<file path="src/rtl/core/sapd_pkg.sv">
`timescale 1ns / 1ps

package sapd_pkg;

   // Field widths
   localparam int ANGLE_IN_W  = 10;
   localparam int ANGLE_W     = 8;
   localparam int PULSE_W     = 16;
   localparam int FREQ_W      = 10;
   localparam int RES_W       = 5;
   localparam int DUTY_W      = 16;
   localparam int CSR_INDEX_W = 3;
   localparam int CSR_DATA_W  = 16;

   // Register indexes
   localparam logic [CSR_INDEX_W-1:0] REG_MIN_PULSE = 3'd0;
   localparam logic [CSR_INDEX_W-1:0] REG_MAX_PULSE = 3'd1;
   localparam logic [CSR_INDEX_W-1:0] REG_FREQ      = 3'd2;
   localparam logic [CSR_INDEX_W-1:0] REG_RES       = 3'd3;
   localparam logic [CSR_INDEX_W-1:0] REG_ENABLE    = 3'd4;

   // Command kinds
   localparam logic KIND_ABSOLUTE = 1'b0;
   localparam logic KIND_RELATIVE = 1'b1;

   // Register reset values
   localparam logic [PULSE_W-1:0] MIN_PULSE_RESET = 16'd500;
   localparam logic [PULSE_W-1:0] MAX_PULSE_RESET = 16'd2500;
   localparam logic [FREQ_W-1:0]  FREQ_RESET      = 10'd50;
   localparam logic [RES_W-1:0]   RES_RESET       = 5'd12;
   localparam logic               ENABLE_RESET    = 1'b1;
   localparam logic [ANGLE_W-1:0] ANGLE_RESET     = 8'd90;
   localparam logic [RES_W-1:0]   MAX_RES         = 5'd16;

   // Serial divider geometry
   localparam int DIV_NUM_W   = 32;
   localparam int DIV_DEN_W   = 20;
   localparam int DIV_STEPS_W = 5;
   localparam int US_PER_SECOND = 1000000;
   localparam logic [DIV_DEN_W-1:0] PERIOD_RESET = 20'(US_PER_SECOND / 50);
   localparam logic [DIV_STEPS_W-1:0] PERIOD_STEPS = 5'd20;
   localparam logic [DIV_STEPS_W-1:0] HALF_STEPS   = 5'd16;

   typedef struct packed {
      logic                   start;
      logic [DIV_STEPS_W-1:0] steps;
      logic [DIV_DEN_W-1:0]   rem_init;
      logic [DIV_NUM_W-1:0]   num_init;
      logic [DIV_DEN_W-1:0]   divisor;
   } div_req_type;

   typedef struct packed {
      logic                 done;
      logic [DIV_DEN_W-1:0] quotient;
   } div_rsp_type;

endpackage

</file>
<file path="src/rtl/core/sapd_if.sv">
`timescale 1ns / 1ps

interface sapd_req_if;
   logic                             valid;
   logic                             ready;
   logic                             req_type;
   logic [sapd_pkg::ANGLE_IN_W-1:0]  angle_value;
   logic                             move_forward;

   modport source (output valid, output req_type, output angle_value, output move_forward,
                   input ready);
   modport sink (input valid, input req_type, input angle_value, input move_forward,
                 output ready);
endinterface

interface sapd_rsp_if;
   logic                          valid;
   logic                          ready;
   logic [sapd_pkg::DUTY_W-1:0]   duty_count;
   logic [sapd_pkg::ANGLE_W-1:0]  applied_angle;
   logic                          status;

   modport source (output valid, output duty_count, output applied_angle, output status,
                   input ready);
   modport sink (input valid, input duty_count, input applied_angle, input status,
                 output ready);
endinterface

</file>
<file path="src/rtl/core/sapd_serial_div.sv">
`timescale 1ns / 1ps

module sapd_serial_div (
   input  logic                  clock,
   input  logic                  reset,
   input  sapd_pkg::div_req_type div_req,
   output sapd_pkg::div_rsp_type div_rsp
);

   logic [sapd_pkg::DIV_DEN_W-1:0]   rem_ff;
   logic [sapd_pkg::DIV_NUM_W-1:0]   num_ff;
   logic [sapd_pkg::DIV_DEN_W-1:0]   den_ff;
   logic [sapd_pkg::DIV_STEPS_W-1:0] cnt_ff;
   logic                             busy_ff;
   logic                             done_ff;

   logic [sapd_pkg::DIV_DEN_W:0]     shifted;
   logic                             fits;
   logic [sapd_pkg::DIV_DEN_W:0]     diff;

   // One restoring step: shift in next dividend bit, try subtract
   always_comb begin
      shifted = {rem_ff, num_ff[sapd_pkg::DIV_NUM_W-1]};
      fits    = shifted >= {1'b0, den_ff};
      diff    = shifted - {1'b0, den_ff};
   end

   // Load on start, then retire one quotient bit per cycle
   always_ff @(posedge clock) begin
      if (reset) begin
         busy_ff <= 1'b0;
         cnt_ff  <= '0;
         done_ff <= 1'b0;
      end else if (div_req.start) begin
         busy_ff <= 1'b1;
         done_ff <= 1'b0;
         cnt_ff  <= div_req.steps;
         rem_ff  <= div_req.rem_init;
         num_ff  <= div_req.num_init;
         den_ff  <= div_req.divisor;
      end else if (busy_ff) begin
         rem_ff  <= fits ? diff[sapd_pkg::DIV_DEN_W-1:0] : shifted[sapd_pkg::DIV_DEN_W-1:0];
         num_ff  <= {num_ff[sapd_pkg::DIV_NUM_W-2:0], fits};
         cnt_ff  <= cnt_ff - 1'b1;
         busy_ff <= (cnt_ff != sapd_pkg::DIV_STEPS_W'(1));
         done_ff <= (cnt_ff == sapd_pkg::DIV_STEPS_W'(1));
      end else begin
         done_ff <= 1'b0;
      end
   end

   assign div_rsp.done     = done_ff;
   assign div_rsp.quotient = num_ff[sapd_pkg::DIV_DEN_W-1:0];

`ifndef NO_ASSERTIONS
   a_no_start_while_busy: assert property (@(posedge clock) disable iff (reset)
      div_req.start |-> !busy_ff) else $error("divider restarted while busy");
   a_rem_below_divisor: assert property (@(posedge clock) disable iff (reset)
      busy_ff |-> rem_ff < den_ff) else $error("partial remainder not below divisor");
   a_done_after_busy: assert property (@(posedge clock) disable iff (reset)
      done_ff |-> $past(busy_ff)) else $error("divider done without a run");
`endif

endmodule

</file>
<file path="src/rtl/core/servo_angle_to_pwm_duty.sv">
// Sequencing: up to 8 multiply steps (bit length of the angle) and two 16-step divider
// passes from transaction accept to result valid; a saturated duty skips the second pass.
// A disabled command skips all of them. One transaction at a time: the next is accepted
// once the result is registered and the state is idle again, unless a period recompute is pending.
// A pwm_frequency_hz write holds off input while the period is recomputed.
// Reset (synchronous) restores the register defaults, angle 90 and a 20000 us period.
`timescale 1ns / 1ps

module servo_angle_to_pwm_duty #(
   parameter int TRAVEL_DEG = 180
) (
   input  logic                              clock,
   input  logic                              reset,
   sapd_req_if.sink                          req_chan,
   sapd_rsp_if.source                        rsp_chan,
   input  logic                              csr_write_en,
   input  logic [sapd_pkg::CSR_INDEX_W-1:0]  csr_index,
   input  logic [sapd_pkg::CSR_DATA_W-1:0]   csr_write_data
);

   localparam logic [sapd_pkg::ANGLE_IN_W-1:0] ANGLE_LIMIT_W = sapd_pkg::ANGLE_IN_W'(TRAVEL_DEG);
   localparam logic [sapd_pkg::ANGLE_W-1:0]    ANGLE_LIMIT   = sapd_pkg::ANGLE_W'(TRAVEL_DEG);
   localparam int PROD_W = sapd_pkg::PULSE_W + sapd_pkg::ANGLE_W;

   typedef enum logic [2:0] {
      ST_IDLE, ST_PERIOD, ST_MUL, ST_DIV_ANGLE, ST_SCALE, ST_CHECK, ST_DIV_DUTY, ST_FINISH
   } state_type;

   // Configuration registers
   logic [sapd_pkg::PULSE_W-1:0] min_pulse_ff;
   logic [sapd_pkg::PULSE_W-1:0] max_pulse_ff;
   logic [sapd_pkg::FREQ_W-1:0]  freq_ff;
   logic [sapd_pkg::RES_W-1:0]   res_ff;
   logic                         enable_ff;

   // Control and datapath registers
   state_type                      state_ff;
   logic                           period_pend_ff;
   logic [sapd_pkg::DIV_DEN_W-1:0] period_ff;
   logic [sapd_pkg::ANGLE_W-1:0]   cur_angle_ff;
   logic [PROD_W-1:0]              mul_a_ff;
   logic [sapd_pkg::ANGLE_W-1:0]   mul_b_ff;
   logic [PROD_W-1:0]              acc_ff;
   logic [sapd_pkg::PULSE_W-1:0]   pulse_ff;
   logic [sapd_pkg::DIV_NUM_W-1:0] dividend_ff;
   logic [sapd_pkg::DUTY_W-1:0]    full_ff;
   logic [sapd_pkg::DUTY_W-1:0]    duty_ff;
   logic                           status_ff;
   sapd_pkg::div_req_type          div_req_ff;
   sapd_pkg::div_rsp_type          div_rsp;

   logic                           rsp_valid_ff;
   logic [sapd_pkg::DUTY_W-1:0]    rsp_duty_ff;
   logic [sapd_pkg::ANGLE_W-1:0]   rsp_angle_ff;
   logic                           rsp_status_ff;

   logic                           req_fire;
   logic [sapd_pkg::ANGLE_IN_W-1:0] delta;
   logic [sapd_pkg::ANGLE_IN_W-1:0] cur_wide;
   logic [sapd_pkg::ANGLE_IN_W-1:0] target_wide;
   logic [sapd_pkg::ANGLE_W-1:0]    target;
   logic [sapd_pkg::PULSE_W-1:0]    span;
   logic [sapd_pkg::RES_W-1:0]      res_eff;
   logic [sapd_pkg::DUTY_W:0]       full_wide;
   logic [sapd_pkg::FREQ_W-1:0]     freq_eff;
   logic [sapd_pkg::DUTY_W-1:0]     quot16;
   logic                            duty_sat;
   logic                            div_start_in;

   assign req_chan.ready = (state_ff == ST_IDLE) && !period_pend_ff;
   assign req_fire       = req_chan.valid && req_chan.ready;

   // Resolve the target angle of a command
   always_comb begin
      delta    = {1'b0, req_chan.angle_value[sapd_pkg::ANGLE_IN_W-1:1]};
      cur_wide = sapd_pkg::ANGLE_IN_W'(cur_angle_ff);
      if (req_chan.req_type == sapd_pkg::KIND_ABSOLUTE) begin
         target_wide = req_chan.angle_value;
      end else if (req_chan.move_forward) begin
         target_wide = cur_wide + delta;
      end else begin
         target_wide = (delta > cur_wide) ? '0 : cur_wide - delta;
      end
      target = (target_wide > ANGLE_LIMIT_W) ? ANGLE_LIMIT : target_wide[sapd_pkg::ANGLE_W-1:0];
   end

   // Derived configuration terms
   always_comb begin
      span      = (max_pulse_ff > min_pulse_ff) ? max_pulse_ff - min_pulse_ff : '0;
      res_eff   = (res_ff > sapd_pkg::MAX_RES) ? sapd_pkg::MAX_RES : res_ff;
      full_wide = (sapd_pkg::DUTY_W+1)'(1) << res_eff;
      full_wide = full_wide - (sapd_pkg::DUTY_W+1)'(1);
      freq_eff  = (freq_ff == '0) ? sapd_pkg::FREQ_W'(1) : freq_ff;
      quot16    = div_rsp.quotient[sapd_pkg::DUTY_W-1:0];
   end

   // Launch the divider; a quotient of 2^16 or more saturates without a run
   always_comb begin
      duty_sat     = {4'b0, dividend_ff} >= {period_ff, 16'b0};
      div_start_in = ((state_ff == ST_IDLE) && period_pend_ff) ||
                     ((state_ff == ST_MUL) && (mul_b_ff == '0)) ||
                     ((state_ff == ST_CHECK) && !duty_sat);
   end

   // Write configuration registers
   always_ff @(posedge clock) begin
      if (reset) begin
         min_pulse_ff <= sapd_pkg::MIN_PULSE_RESET;
         max_pulse_ff <= sapd_pkg::MAX_PULSE_RESET;
         freq_ff      <= sapd_pkg::FREQ_RESET;
         res_ff       <= sapd_pkg::RES_RESET;
         enable_ff    <= sapd_pkg::ENABLE_RESET;
      end else if (csr_write_en) begin
         case (csr_index)
            sapd_pkg::REG_MIN_PULSE: min_pulse_ff <= csr_write_data;
            sapd_pkg::REG_MAX_PULSE: max_pulse_ff <= csr_write_data;
            sapd_pkg::REG_FREQ:      freq_ff <= csr_write_data[sapd_pkg::FREQ_W-1:0];
            sapd_pkg::REG_RES:       res_ff <= csr_write_data[sapd_pkg::RES_W-1:0];
            sapd_pkg::REG_ENABLE:    enable_ff <= csr_write_data[0];
            default: ;
         endcase
      end
   end

   // Sequence one command through multiply, divide and scale, and recompute the period
   always_ff @(posedge clock) begin
      if (reset) begin
         state_ff       <= ST_IDLE;
         period_pend_ff <= 1'b0;
         period_ff      <= sapd_pkg::PERIOD_RESET;
         cur_angle_ff   <= sapd_pkg::ANGLE_RESET;
         rsp_valid_ff   <= 1'b0;
         div_req_ff     <= '0;
      end else begin
         div_req_ff.start <= div_start_in;
         if (rsp_valid_ff && rsp_chan.ready && state_ff != ST_FINISH) begin
            rsp_valid_ff <= 1'b0;
         end
         if (csr_write_en && csr_index == sapd_pkg::REG_FREQ) begin
            period_pend_ff <= 1'b1;
         end
         case (state_ff)
            ST_IDLE: begin
               if (period_pend_ff) begin
                  if (!(csr_write_en && csr_index == sapd_pkg::REG_FREQ)) begin
                     period_pend_ff <= 1'b0;
                  end
                  div_req_ff.steps    <= sapd_pkg::PERIOD_STEPS;
                  div_req_ff.rem_init <= '0;
                  div_req_ff.num_init <= {sapd_pkg::DIV_DEN_W'(sapd_pkg::US_PER_SECOND),
                                          (sapd_pkg::DIV_NUM_W-sapd_pkg::DIV_DEN_W)'(0)};
                  div_req_ff.divisor  <= sapd_pkg::DIV_DEN_W'(freq_eff);
                  state_ff <= ST_PERIOD;
               end else if (req_fire) begin
                  if (!enable_ff) begin
                     duty_ff   <= '0;
                     status_ff <= 1'b1;
                     state_ff  <= ST_FINISH;
                  end else begin
                     cur_angle_ff <= target;
                     mul_a_ff     <= PROD_W'(span);
                     mul_b_ff     <= target;
                     acc_ff       <= '0;
                     status_ff    <= 1'b0;
                     state_ff     <= ST_MUL;
                  end
               end
            end
            ST_PERIOD: begin
               if (div_rsp.done) begin
                  period_ff <= div_rsp.quotient;
                  state_ff  <= ST_IDLE;
               end
            end
            ST_MUL: begin
               // Shift-add one multiplier bit per cycle, stop when none remain
               if (mul_b_ff == '0) begin
                  div_req_ff.steps    <= sapd_pkg::HALF_STEPS;
                  div_req_ff.rem_init <= sapd_pkg::DIV_DEN_W'(acc_ff[PROD_W-1:sapd_pkg::DUTY_W]);
                  div_req_ff.num_init <= {acc_ff[sapd_pkg::DUTY_W-1:0],
                                          (sapd_pkg::DIV_NUM_W-sapd_pkg::DUTY_W)'(0)};
                  div_req_ff.divisor  <= sapd_pkg::DIV_DEN_W'(TRAVEL_DEG);
                  state_ff <= ST_DIV_ANGLE;
               end else begin
                  if (mul_b_ff[0]) begin
                     acc_ff <= acc_ff + mul_a_ff;
                  end
                  mul_a_ff <= {mul_a_ff[PROD_W-2:0], 1'b0};
                  mul_b_ff <= {1'b0, mul_b_ff[sapd_pkg::ANGLE_W-1:1]};
               end
            end
            ST_DIV_ANGLE: begin
               if (div_rsp.done) begin
                  pulse_ff <= min_pulse_ff + quot16;
                  state_ff <= ST_SCALE;
               end
            end
            ST_SCALE: begin
               // pulse * (2^res - 1) as a shift and a subtract
               dividend_ff <= (sapd_pkg::DIV_NUM_W'(pulse_ff) << res_eff)
                              - sapd_pkg::DIV_NUM_W'(pulse_ff);
               full_ff     <= full_wide[sapd_pkg::DUTY_W-1:0];
               state_ff    <= ST_CHECK;
            end
            ST_CHECK: begin
               // Quotient of 2^16 or more saturates; otherwise 16 steps suffice
               if (duty_sat) begin
                  duty_ff  <= full_ff;
                  state_ff <= ST_FINISH;
               end else begin
                  div_req_ff.steps    <= sapd_pkg::HALF_STEPS;
                  div_req_ff.rem_init <=
                     sapd_pkg::DIV_DEN_W'(dividend_ff[sapd_pkg::DIV_NUM_W-1:sapd_pkg::DUTY_W]);
                  div_req_ff.num_init <= {dividend_ff[sapd_pkg::DUTY_W-1:0],
                                          (sapd_pkg::DIV_NUM_W-sapd_pkg::DUTY_W)'(0)};
                  div_req_ff.divisor  <= period_ff;
                  state_ff <= ST_DIV_DUTY;
               end
            end
            ST_DIV_DUTY: begin
               if (div_rsp.done) begin
                  duty_ff  <= (quot16 > full_ff) ? full_ff : quot16;
                  state_ff <= ST_FINISH;
               end
            end
            ST_FINISH: begin
               // Hand the result to the output register once it is free
               if (!rsp_valid_ff || rsp_chan.ready) begin
                  rsp_valid_ff  <= 1'b1;
                  rsp_duty_ff   <= duty_ff;
                  rsp_angle_ff  <= cur_angle_ff;
                  rsp_status_ff <= status_ff;
                  state_ff      <= ST_IDLE;
               end
            end
            default: state_ff <= ST_IDLE;
         endcase
      end
   end

   sapd_serial_div u_div (
      .clock   (clock),
      .reset   (reset),
      .div_req (div_req_ff),
      .div_rsp (div_rsp)
   );

   assign rsp_chan.valid         = rsp_valid_ff;
   assign rsp_chan.duty_count    = rsp_duty_ff;
   assign rsp_chan.applied_angle = rsp_angle_ff;
   assign rsp_chan.status        = rsp_status_ff;

`ifndef NO_ASSERTIONS
   a_disabled_duty_zero: assert property (@(posedge clock) disable iff (reset)
      rsp_valid_ff && rsp_status_ff |-> rsp_duty_ff == '0)
      else $error("disabled result with nonzero duty");
   a_angle_in_range: assert property (@(posedge clock) disable iff (reset)
      rsp_valid_ff && !rsp_status_ff |-> rsp_angle_ff <= ANGLE_LIMIT)
      else $error("applied angle beyond limit");
   a_done_expected: assert property (@(posedge clock) disable iff (reset)
      div_rsp.done |-> state_ff == ST_PERIOD || state_ff == ST_DIV_ANGLE ||
                       state_ff == ST_DIV_DUTY)
      else $error("divider result with no consumer");
   a_accept_leaves_idle: assert property (@(posedge clock) disable iff (reset)
      req_fire |=> state_ff != ST_IDLE)
      else $error("accepted transaction not processed");
`endif

endmodule

</file>
<file path="src/flat_wrapper.sv">
// flat-port wrapper written by rule: the top's interface ports become plain ports
module servo_angle_to_pwm_duty_flat 
#(
   parameter int TRAVEL_DEG = 180
)
  (clock, reset, csr_write_en, csr_index, csr_write_data, req_chan_valid, req_chan_req_type, req_chan_angle_value, req_chan_move_forward, req_chan_ready, rsp_chan_valid, rsp_chan_duty_count, rsp_chan_applied_angle, rsp_chan_status, rsp_chan_ready);
  sapd_req_if req_chan_i ();
  sapd_rsp_if rsp_chan_i ();
  input  logic clock;
  input  logic reset;
  input  logic csr_write_en;
  input  logic [sapd_pkg::CSR_INDEX_W-1:0] csr_index;
  input  logic [sapd_pkg::CSR_DATA_W-1:0] csr_write_data;
  input wire logic [$bits(req_chan_i.valid)-1:0] req_chan_valid;
  input wire logic [$bits(req_chan_i.req_type)-1:0] req_chan_req_type;
  input wire logic [$bits(req_chan_i.angle_value)-1:0] req_chan_angle_value;
  input wire logic [$bits(req_chan_i.move_forward)-1:0] req_chan_move_forward;
  output wire logic [$bits(req_chan_i.ready)-1:0] req_chan_ready;
  output wire logic [$bits(rsp_chan_i.valid)-1:0] rsp_chan_valid;
  output wire logic [$bits(rsp_chan_i.duty_count)-1:0] rsp_chan_duty_count;
  output wire logic [$bits(rsp_chan_i.applied_angle)-1:0] rsp_chan_applied_angle;
  output wire logic [$bits(rsp_chan_i.status)-1:0] rsp_chan_status;
  input wire logic [$bits(rsp_chan_i.ready)-1:0] rsp_chan_ready;
  assign req_chan_i.valid = req_chan_valid;
  assign req_chan_i.req_type = req_chan_req_type;
  assign req_chan_i.angle_value = req_chan_angle_value;
  assign req_chan_i.move_forward = req_chan_move_forward;
  assign req_chan_ready = req_chan_i.ready;
  assign rsp_chan_valid = rsp_chan_i.valid;
  assign rsp_chan_duty_count = rsp_chan_i.duty_count;
  assign rsp_chan_applied_angle = rsp_chan_i.applied_angle;
  assign rsp_chan_status = rsp_chan_i.status;
  assign rsp_chan_i.ready = rsp_chan_ready;
  servo_angle_to_pwm_duty #(.TRAVEL_DEG(TRAVEL_DEG)) u_core (.clock(clock), .reset(reset), .req_chan(req_chan_i), .rsp_chan(rsp_chan_i), .csr_write_en(csr_write_en), .csr_index(csr_index), .csr_write_data(csr_write_data));
endmodule
</file>
<file path="config.mk">
export PLATFORM = sky130hd
export DESIGN_NAME = servo_angle_to_pwm_duty_flat
export DESIGN_NICKNAME = d
export VERILOG_FILES = /design/src/rtl/core/sapd_pkg.sv /design/src/rtl/core/sapd_if.sv /design/src/rtl/core/sapd_serial_div.sv /design/src/rtl/core/servo_angle_to_pwm_duty.sv /design/src/flat_wrapper.sv
export SDC_FILE = /design/constraint.sdc
export NUM_CORES = 1
export LEC_CHECK = 0
export BUFFER_PORTS_ARGS = -buffer_cell sky130_fd_sc_hd__buf_2
export CAP_MARGIN = 25
export CORE_ASPECT_RATIO = 0.7
export CORE_MARGIN = 5
export CORE_UTILIZATION = 60
export CTS_CLUSTER_DIAMETER = 200
export DETAILED_ROUTE_END_ITERATION = 12
export PLACE_DENSITY = 0.74
export SYNTH_ARGS = -nofsm -noshare
export SYNTH_HDL_FRONTEND = slang
export SYNTH_SLANG_ARGS = --single-unit
</file>
<file path="constraint.sdc">
create_clock -name clock -period 7.6 [get_ports clock]
set_clock_uncertainty 0.1 [all_clocks]
set_input_delay 0 -clock clock [delete_from_list [all_inputs] [get_ports clock]]
set_output_delay 0 -clock clock [all_outputs]
set_load 0.1 [all_outputs]
</file>
==> results of run 1 <==
-- Yosys cell counts, types with 39 or more instances --
cell type  instances  area, µm²
nor2_1           188        706
nand2_1          248        931
nand3_1           46        230
xnor2_1           55        482
ha_1             142       1780
a21oi_1          175        876
dfxtp_1          143       2860
clkbuf_1          84        315
edfxtp_1         234       7030
o21ai_0           87        435
nor3_1            74        370
a21o_1            39        293
nor2b_1           46        288
inv_1            141        529
-- area by class of cell --
type	count	share of cell area (%)
flip-flops and latches	377	41.2
clock buffers	60	4.87
inverters	142	2.22
repair buffers	122	3.52
multi-input cells	1615	45.3
clock inverters	12	0.437
well taps	480	2.50
-- flip-flops by register name, summed over array words and instances, names as in the netlist, 20 cells and up --
signal               count
u_core.u_div.den_ff     20
u_core.div_req_ff       55
u_core.dividend_ff      32
u_core.u_div.rem_ff     20
u_core.u_div.num_ff     32
u_core.period_ff        20
u_core.acc_ff           24
u_core.mul_a_ff         24
-- logic make-up after synthesis --
family | share of synthesized area [%]
AND/OR/NAND/NOR | 16.0
buffers and inverters | 4.67
multiplexers | 3.86
XOR/XNOR | 3.76
adder cells (fa/ha/maj) | 8.84
flip-flops | 45.6
AO/OA/AOI/OAI | 17.3
-- path summary, 6_finish.rpt --
| kind | slack (ps) | startpoint | cells past startpoint | to |
|---|---|---|---|---|
| max | 2100 | u_core.res_ff[0]$_SDFFE_PP0P_ | 17 | u_core.dividend_ff[26]$_DFFE_PP_ |
| max reg2reg | 2100 | u_core.res_ff[0]$_SDFFE_PP0P_ | 17 | u_core.dividend_ff[26]$_DFFE_PP_ |
| min reg2reg | 310 | u_core.duty_ff[4]$_DFFE_PP_ | 0 | u_core.rsp_chan.duty_count[4]$_DFFE_PP_ |
| min | 50 | req_chan_angle_value[9] | 5 | u_core.cur_angle_ff[7]$_SDFFE_PP0P_ |
-- per-layer routing --
metal	vias up	GRT usage [%]	part of all wire, %
li1	8294	-	-
met1	8585	44.7	43
met2	784	49.4	45
met3	122	5.91	9.1
met4	0	8.28	2.6
met5	-	0	0
-- critical path: cells and delay by family, from the launching register on --
family	cells	cell delay, ps
multiplexers	2	760
buffers and inverters	1	330
AO/OA/AOI/OAI	5	1030
XOR/XNOR	1	80
AND/OR/NAND/NOR	7	2000
flip-flops	1	670
adder cells (fa/ha/maj)	1	290
-- through the flow --
stage                     area [µm²]  setup slack [ps]  hold slack [ps]
after floorplan                21700              1060             24.0
after global placement         22400              2210              136
after detailed placement       22400              2190              146
final                          24000              2100             47.7
after global routing           24000              1790             67.2
after CTS                      24000              2180             8.87
-- power breakdown --
part / switching [mW] / internal, mW / leakage (nW) / total [mW]
clock: 0.805 / 1.10 / 0.623 / 1.91
sequential: 0.143 / 2.41 / 3.29 / 2.55
combinational: 0.941 / 0.540 / 5.60 / 1.48
==> impl_summary.log, run 1 <==
INFO  metric timing_worst_slew_pin_value = 1050 ps
INFO  metric maxCapViolations = 0
INFO  metric fmax = 0.182 GHz
INFO  metric vias_per_cell = 6.33
INFO  metric detailed_place_hpwl = 46.1 mm
INFO  metric final_common_cell = nand2_1
INFO  metric async_reset_ff_share = 0%
INFO  metric classification_of_the_worst_setup_path = reg2reg
INFO  metric cpPeakStageDelay = 670 ps
INFO  metric critical-path-slowest-cell = dfxtp_1
INFO  metric area_growth_syn_to_layout = 10.8%
INFO  metric ys_seq_area_share = 45.6%
INFO  metric drt-total-wl = 63.3 mm
INFO  metric dp_cells = 2706
INFO  metric endpoint_kind = flip-flop
INFO  metric layout.cells.most_common_list = nand2_1, edfxtp_1, nor2_1
INFO  metric floorplan.die.width = 237 µm
INFO  metric static-leakage-power = 9.51 nW
INFO  metric filler_cell_count = 2801
INFO  metric num_rows = 58
INFO  metric grt_setup_unrepaired = no
INFO  metric power_density = 247 mW/mm²
INFO  metric required = 7790 ps
INFO  metric ys_ff_latch = 377
INFO  metric post_route_cells_drive_above_1_share = 9.24%
INFO  metric cts_tree = yes
INFO  metric io_buffers = 62
INFO  metric finalSetupViolCount = 0
INFO  metric net_count_of_the_mapped_netlist = 2436
INFO  metric finish.cell_count_without_fillers = 2808
INFO  metric grt_max_degree = 78
INFO  metric synth_edf_count = 234
INFO  metric drc_errors = 0
INFO  metric postCtsResizedCells = 0
INFO  metric min_period = 5500 ps
INFO  metric htree_num_levels = 2
INFO  metric detail_routed_net_length_per_standard_cell = 22.5 µm
INFO  metric antenna_cells_inserted = 0
INFO  metric synth-warning-count = 0
INFO  metric number_of_instances_in_the_synthesized_netlist = 2251
INFO  metric timing.hold.worst.class = in2reg
INFO  metric routabilityCongestion = 0.970
INFO  metric drt-pass1-iter-count = 8
INFO  metric setup.worst_path.start_class = flip-flop
INFO  metric cts_setup_buffers = 0
INFO  metric cell_by_cell_trace_of_the_critical_path = buf_4 > nor2b_1 > mux2i_1 > mux4_2 > nor2_1 > a31oi_1 > nor2_1 > ha_1 > a21o_1 > a21o_1 > nor3_1 > a211oi_1 > a221o_1 > or3_1 > or3_4 > nor3_2 > xor2_1
INFO  metric number_of_nets_in_the_layout = 2482
INFO  metric path_clk_slew = 60 ps
INFO  metric ys_dominant_reg_cell = edfxtp_1
INFO  metric antenna_found_initial = 1
INFO  metric initial_utilization = 60.6%
INFO  metric routed-via-count = 17800
INFO  metric detail-route-antenna-nets = 0
INFO  metric setup_total_negative_slack = 0 ps
INFO  metric cts-root-buf = clkbuf_16
INFO  metric max-vdd-ir-drop = 213 µV
INFO  metric totalPowerFinal = 5.94 mW
INFO  metric clock_sinks = 377
INFO  metric total_area_of_multi_input_combinational_cells = 0.0109 mm²
INFO  metric layout.area.seq = 0.00989 mm²
INFO  metric insertion_delay = 550 ps
INFO  metric maxSlewHeadroom = 29.6%
INFO  metric via_count_of_the_first_global_routing_pass = 17300
INFO  metric critical_path.max_fanout = 15
INFO  metric postLayoutCoreUtil = 67.2%
INFO  metric clock_tree.buffer_depth = 3
INFO  metric post_synth.cell_area_avg = 9.64 µm²
INFO  metric count_of_boundary_i_o_pins = 63
INFO  metric synth.lib_cells_used.distinct = 90
INFO  metric die_area = 0.0401 mm²
INFO  metric area_of_the_core_region = 0.0358 mm²
INFO  metric timing.final.hold_violations = 0
INFO  metric timing.final.crit_share = 72.4%
INFO  metric timing_max_transition_violations_final = 0
INFO  metric global_route.overflow_total = 0
INFO  metric cts_made_buffers = 39
INFO  metric cts_hold_repair.buffers = 28
INFO  metric cp.arrival = 5700 ps
INFO  metric outcome = finished, final reports clean
INFO  metric drt_iter0_markers = 1879
INFO  metric total_global_routing_track_utilization = 31.2%
INFO  metric floorplan.die.height = 169 µm
INFO  metric post_synth_design_cell_area = 0.0217 mm²
INFO  metric grt_first_pass_wirelength = 99.0 mm
No activity file was read; power rests on OpenSTA's default activity.
==> inputs of run 2 (changes only) <==
clock period = 5.65 ns   (was 7.6 ns; I/O delays follow)
==> run 2 against run 1 <==
  * Non-clock buffer count increased by 9
  * Critical path depth is 1 lower
  * Final cell count up 0.21%
  * Critical endpoint is now u_core.dividend_ff[31]$_DFFE_PP_
==> impl_summary.log, run 2 (synthesis gave the netlist of run 1 again) <==
INFO  metric vias_per_cell = 6.31 (was 6.33)
INFO  metric grt_first_pass_wirelength = 95.7 mm (was 99.0 mm)
INFO  metric reg2reg_to = u_core.dividend_ff[31]$_DFFE_PP_ (was u_core.dividend_ff[26]$_DFFE_PP_)
INFO  metric number_of_nets_in_the_layout = 2490 (was 2482)
INFO  metric global_route.overflow_total = 0 (unchanged)
INFO  metric io_buffers = 62 (unchanged)
INFO  metric maxSlewHeadroom = 31.3% (was 29.6%)
INFO  metric post_route_cells_drive_above_1_share = 9.51% (was 9.24%)
INFO  metric detail-route-antenna-nets = 0 (unchanged)
INFO  metric power.combinational.fraction = 25.1% (was 24.9%)
INFO  metric drt_iter0_markers = 2062 (was 1879)
INFO  metric timing.hold.worst_path_depth = 5 (unchanged)
INFO  metric routed-via-count = 17800 (about the same)
INFO  metric pre_cts_slack = 908 ps (was 2190 ps)
INFO  metric min_delay_worst_endpoint = u_core.cur_angle_ff[7]$_SDFFE_PP0P_ (unchanged)
INFO  metric timing_max_transition_violations_final = 0 (unchanged)
INFO  metric timing.hold.worst.class = in2reg (unchanged)
INFO  metric count_of_boundary_i_o_pins = 63 (unchanged)
INFO  metric static-leakage-power = 9.53 nW (was 9.51 nW)
INFO  metric layout.cells.most_common_list = nand2_1, edfxtp_1, nor2_1 (unchanged)
INFO  metric total_global_routing_track_utilization = 30.2% (was 31.2%)
INFO  metric max-vdd-ir-drop = 197 µV (was 213 µV)
INFO  metric totalPowerFinal = 7.93 mW (was 5.94 mW)
INFO  metric timing.final.crit_share = 85.2% (was 72.4%)
INFO  metric maxCapViolations = 0 (unchanged)
INFO  metric min_period = 4810 ps (was 5500 ps)
INFO  metric drt-total-wl = 61.4 mm (was 63.3 mm)
INFO  metric routabilityCongestion = 1.03 (was 0.970)
INFO  metric met3_usage = 5.94% (was 5.91%)
INFO  metric path_clk_slew = 60 ps (about the same)
INFO  metric met1_track_demand_over_resource_in_global_routing = 44.9% (was 44.7%)
INFO  metric regMostFlops = u_core.div_req_ff (unchanged)
INFO  metric grt_setup_unrepaired = no (unchanged)
INFO  metric power_frac_clock = 31.6% (was 32.1%)
INFO  metric finish.cell_count_without_fillers = 2814 (was 2808)
INFO  metric cts_made_buffers = 38 (was 39)
INFO  metric cp.arrival = 4990 ps (was 5700 ps)
INFO  metric hold_path_origin = req_chan_angle_value[9] (unchanged)
INFO  metric initial_utilization = 60.6% (unchanged)
INFO  metric via_count_of_the_first_global_routing_pass = 16700 (was 17300)
INFO  metric postLayoutCoreUtil = 67.2% (about the same)
INFO  metric fmax = 0.208 GHz (was 0.182 GHz)
INFO  metric cell_internal_pwr = 5.38 mW (was 4.05 mW)
INFO  metric worstRegToRegCells = 16 (was 17)
INFO  metric reg2reg_slack = 840 ps (was 2100 ps)
INFO  metric timing_worst_slew_pin_value = 1030 ps (was 1050 ps)
INFO  metric setup.worst_path.start_class = flip-flop (unchanged)
INFO  metric floorplan.die.height = 169 µm (unchanged)
INFO  metric classification_of_the_worst_setup_path = reg2reg (unchanged)
INFO  metric largest_reg_flops = 55 (unchanged)
INFO  metric grt_max_degree = 87 (was 78)
INFO  metric area_of_the_core_region = 0.0358 mm² (unchanged)
INFO  metric insertion_delay = 550 ps (about the same)
INFO  metric endpoint_kind = flip-flop (unchanged)
INFO  metric area_growth_syn_to_layout = 10.9% (was 10.8%)
INFO  metric clock_tree.buffer_depth = 3 (unchanged)
INFO  metric clock_sinks = 377 (unchanged)
INFO  metric cts_tree = yes (unchanged)
INFO  metric power_density = 330 mW/mm² (was 247 mW/mm²)
INFO  metric fin_area = 0.0241 mm² (was 0.0240 mm²)
INFO  metric placedInstanceArea = 0.0225 mm² (was 0.0224 mm²)
INFO  metric grtUsageMet2 = 45.3% (was 49.4%)
INFO  metric detailed_place_hpwl = 45.0 mm (was 46.1 mm)
INFO  metric final_common_cell = nand2_1 (unchanged)
INFO  metric antenna_found_initial = 1 (unchanged)
INFO  metric finalSetupViolCount = 0 (unchanged)
INFO  metric filler_cell_count = 2817 (was 2801)
INFO  metric total_switching_power = 2.54 mW (was 1.89 mW)
INFO  metric worst_slack = 838 ps (was 2100 ps)
INFO  metric total_area_of_multi_input_combinational_cells = 0.0109 mm² (about the same)
INFO  metric outcome = finished, final reports clean (unchanged)
INFO  metric die_area = 0.0401 mm² (unchanged)
INFO  metric switching_share = 32.1% (was 31.8%)
INFO  metric dp_cells = 2712 (was 2706)
INFO  metric worst_hold_slack = 36.8 ps (was 47.7 ps)
INFO  metric drc_errors = 0 (unchanged)
INFO  metric drt-pass1-iter-count = 6 (was 8)
INFO  metric seqPwrFrac = 43.3% (was 42.9%)
INFO  metric timing.final.hold_violations = 0 (unchanged)
INFO  metric critical_path.max_fanout = 19 (was 15)
INFO  metric required = 5830 ps (was 7790 ps)
INFO  metric rr_startpoint = u_core.res_ff[0]$_SDFFE_PP0P_ (unchanged)
INFO  metric layout.area.seq = 0.00989 mm² (unchanged)
INFO  metric floorplan.die.width = 237 µm (unchanged)
INFO  metric htree_num_levels = 2 (unchanged)
INFO  metric busiest_layer = met2 (unchanged)
INFO  metric cts-root-buf = clkbuf_16 (unchanged)
INFO  metric setup_total_negative_slack = 0 ps (unchanged)
INFO  metric reg.largest.list = u_core.div_req_ff: 55 flops, u_core.dividend_ff: 32 flops, u_core.u_div.num_ff: 32 flops (unchanged)
INFO  metric detail_routed_net_length_per_standard_cell = 21.8 µm (was 22.5 µm)
INFO  metric antenna_cells_inserted = 0 (unchanged)
INFO  metric num_rows = 58 (unchanged)
## run 2: cell types whose count changed in the layout (fill, tap and decap cells not counted), sizes merged
cell,previous run,this run
clkbuf,60,54
clkinv,8,11
dlygate4sd3,28,31
buf,94,100
inv,145,144
clkinvlp,0,1
## run 2: power groups by stage
stage | Clock, mW | Sequential, mW | Combinational (mW)
5_1_grt | 2.66 | 3.45 | 2.19
3_3_place_gp | 0 | 3.48 | 1.87
3_5_place_dp | 0 | 3.48 | 1.92
6_report | 2.51 | 3.43 | 1.99
2_1_floorplan | 0 | 3.40 | 1.46
4_1_cts | 2.53 | 3.42 | 1.96
## run 2: timing repair
action                    CTS  global route
hold endpoints to repair   88             0
resized for setup           0             0
buffers inserted            0             0
hold buffers               31             0
## run 2: area by class of cell
class                           count  share of cell area, %
Clock buffer                       54                   4.59
Clock inverter                     15                  0.458
Tap cell                          480                   2.50
Sequential cell                   377                   41.1
Inverter                          142                   2.22
Timing Repair Buffer              131                   3.84
Multi-Input combinational cell   1615                   45.3
## run 2: routing by layer
metal	wire, µm	share of wire [%]
met2	26300	43
met5	0	0
met3	5770	9.4
met4	1750	2.9
met1	27500	45
## run 2: worst max path at each step
stage,startpoint,end,slack [ps],cells past startpoint
floorplan,u_core.state_ff[1]$_SDFFE_PP0P_,u_core.cur_angle_ff[0]$_SDFFE_PP0P_,620,5
global placement,u_core.res_ff[0]$_SDFFE_PP0P_,u_core.dividend_ff[26]$_DFFE_PP_,1000,17
detailed placement,u_core.res_ff[0]$_SDFFE_PP0P_,u_core.dividend_ff[31]$_DFFE_PP_,910,16
CTS,u_core.res_ff[0]$_SDFFE_PP0P_,u_core.dividend_ff[31]$_DFFE_PP_,910,16
global route,u_core.res_ff[0]$_SDFFE_PP0P_,u_core.dividend_ff[26]$_DFFE_PP_,640,17
finish,u_core.res_ff[0]$_SDFFE_PP0P_,u_core.dividend_ff[31]$_DFFE_PP_,840,16
## run 2: critical path, stage by stage (launching register included)
cell and delay [ps]:
dfxtp_1 490, nand2b_1 270, buf_12 240, mux2i_1 170, o21ai_0 170, a21oi_1 230
nor2_1 60, a311oi_1 600, ha_1 390, and2_1 190, o2111a_1 150, o31a_1 140
nor4_2 350, nand2b_1 160, or3_4 440, nor4_1 270, o32ai_1 130
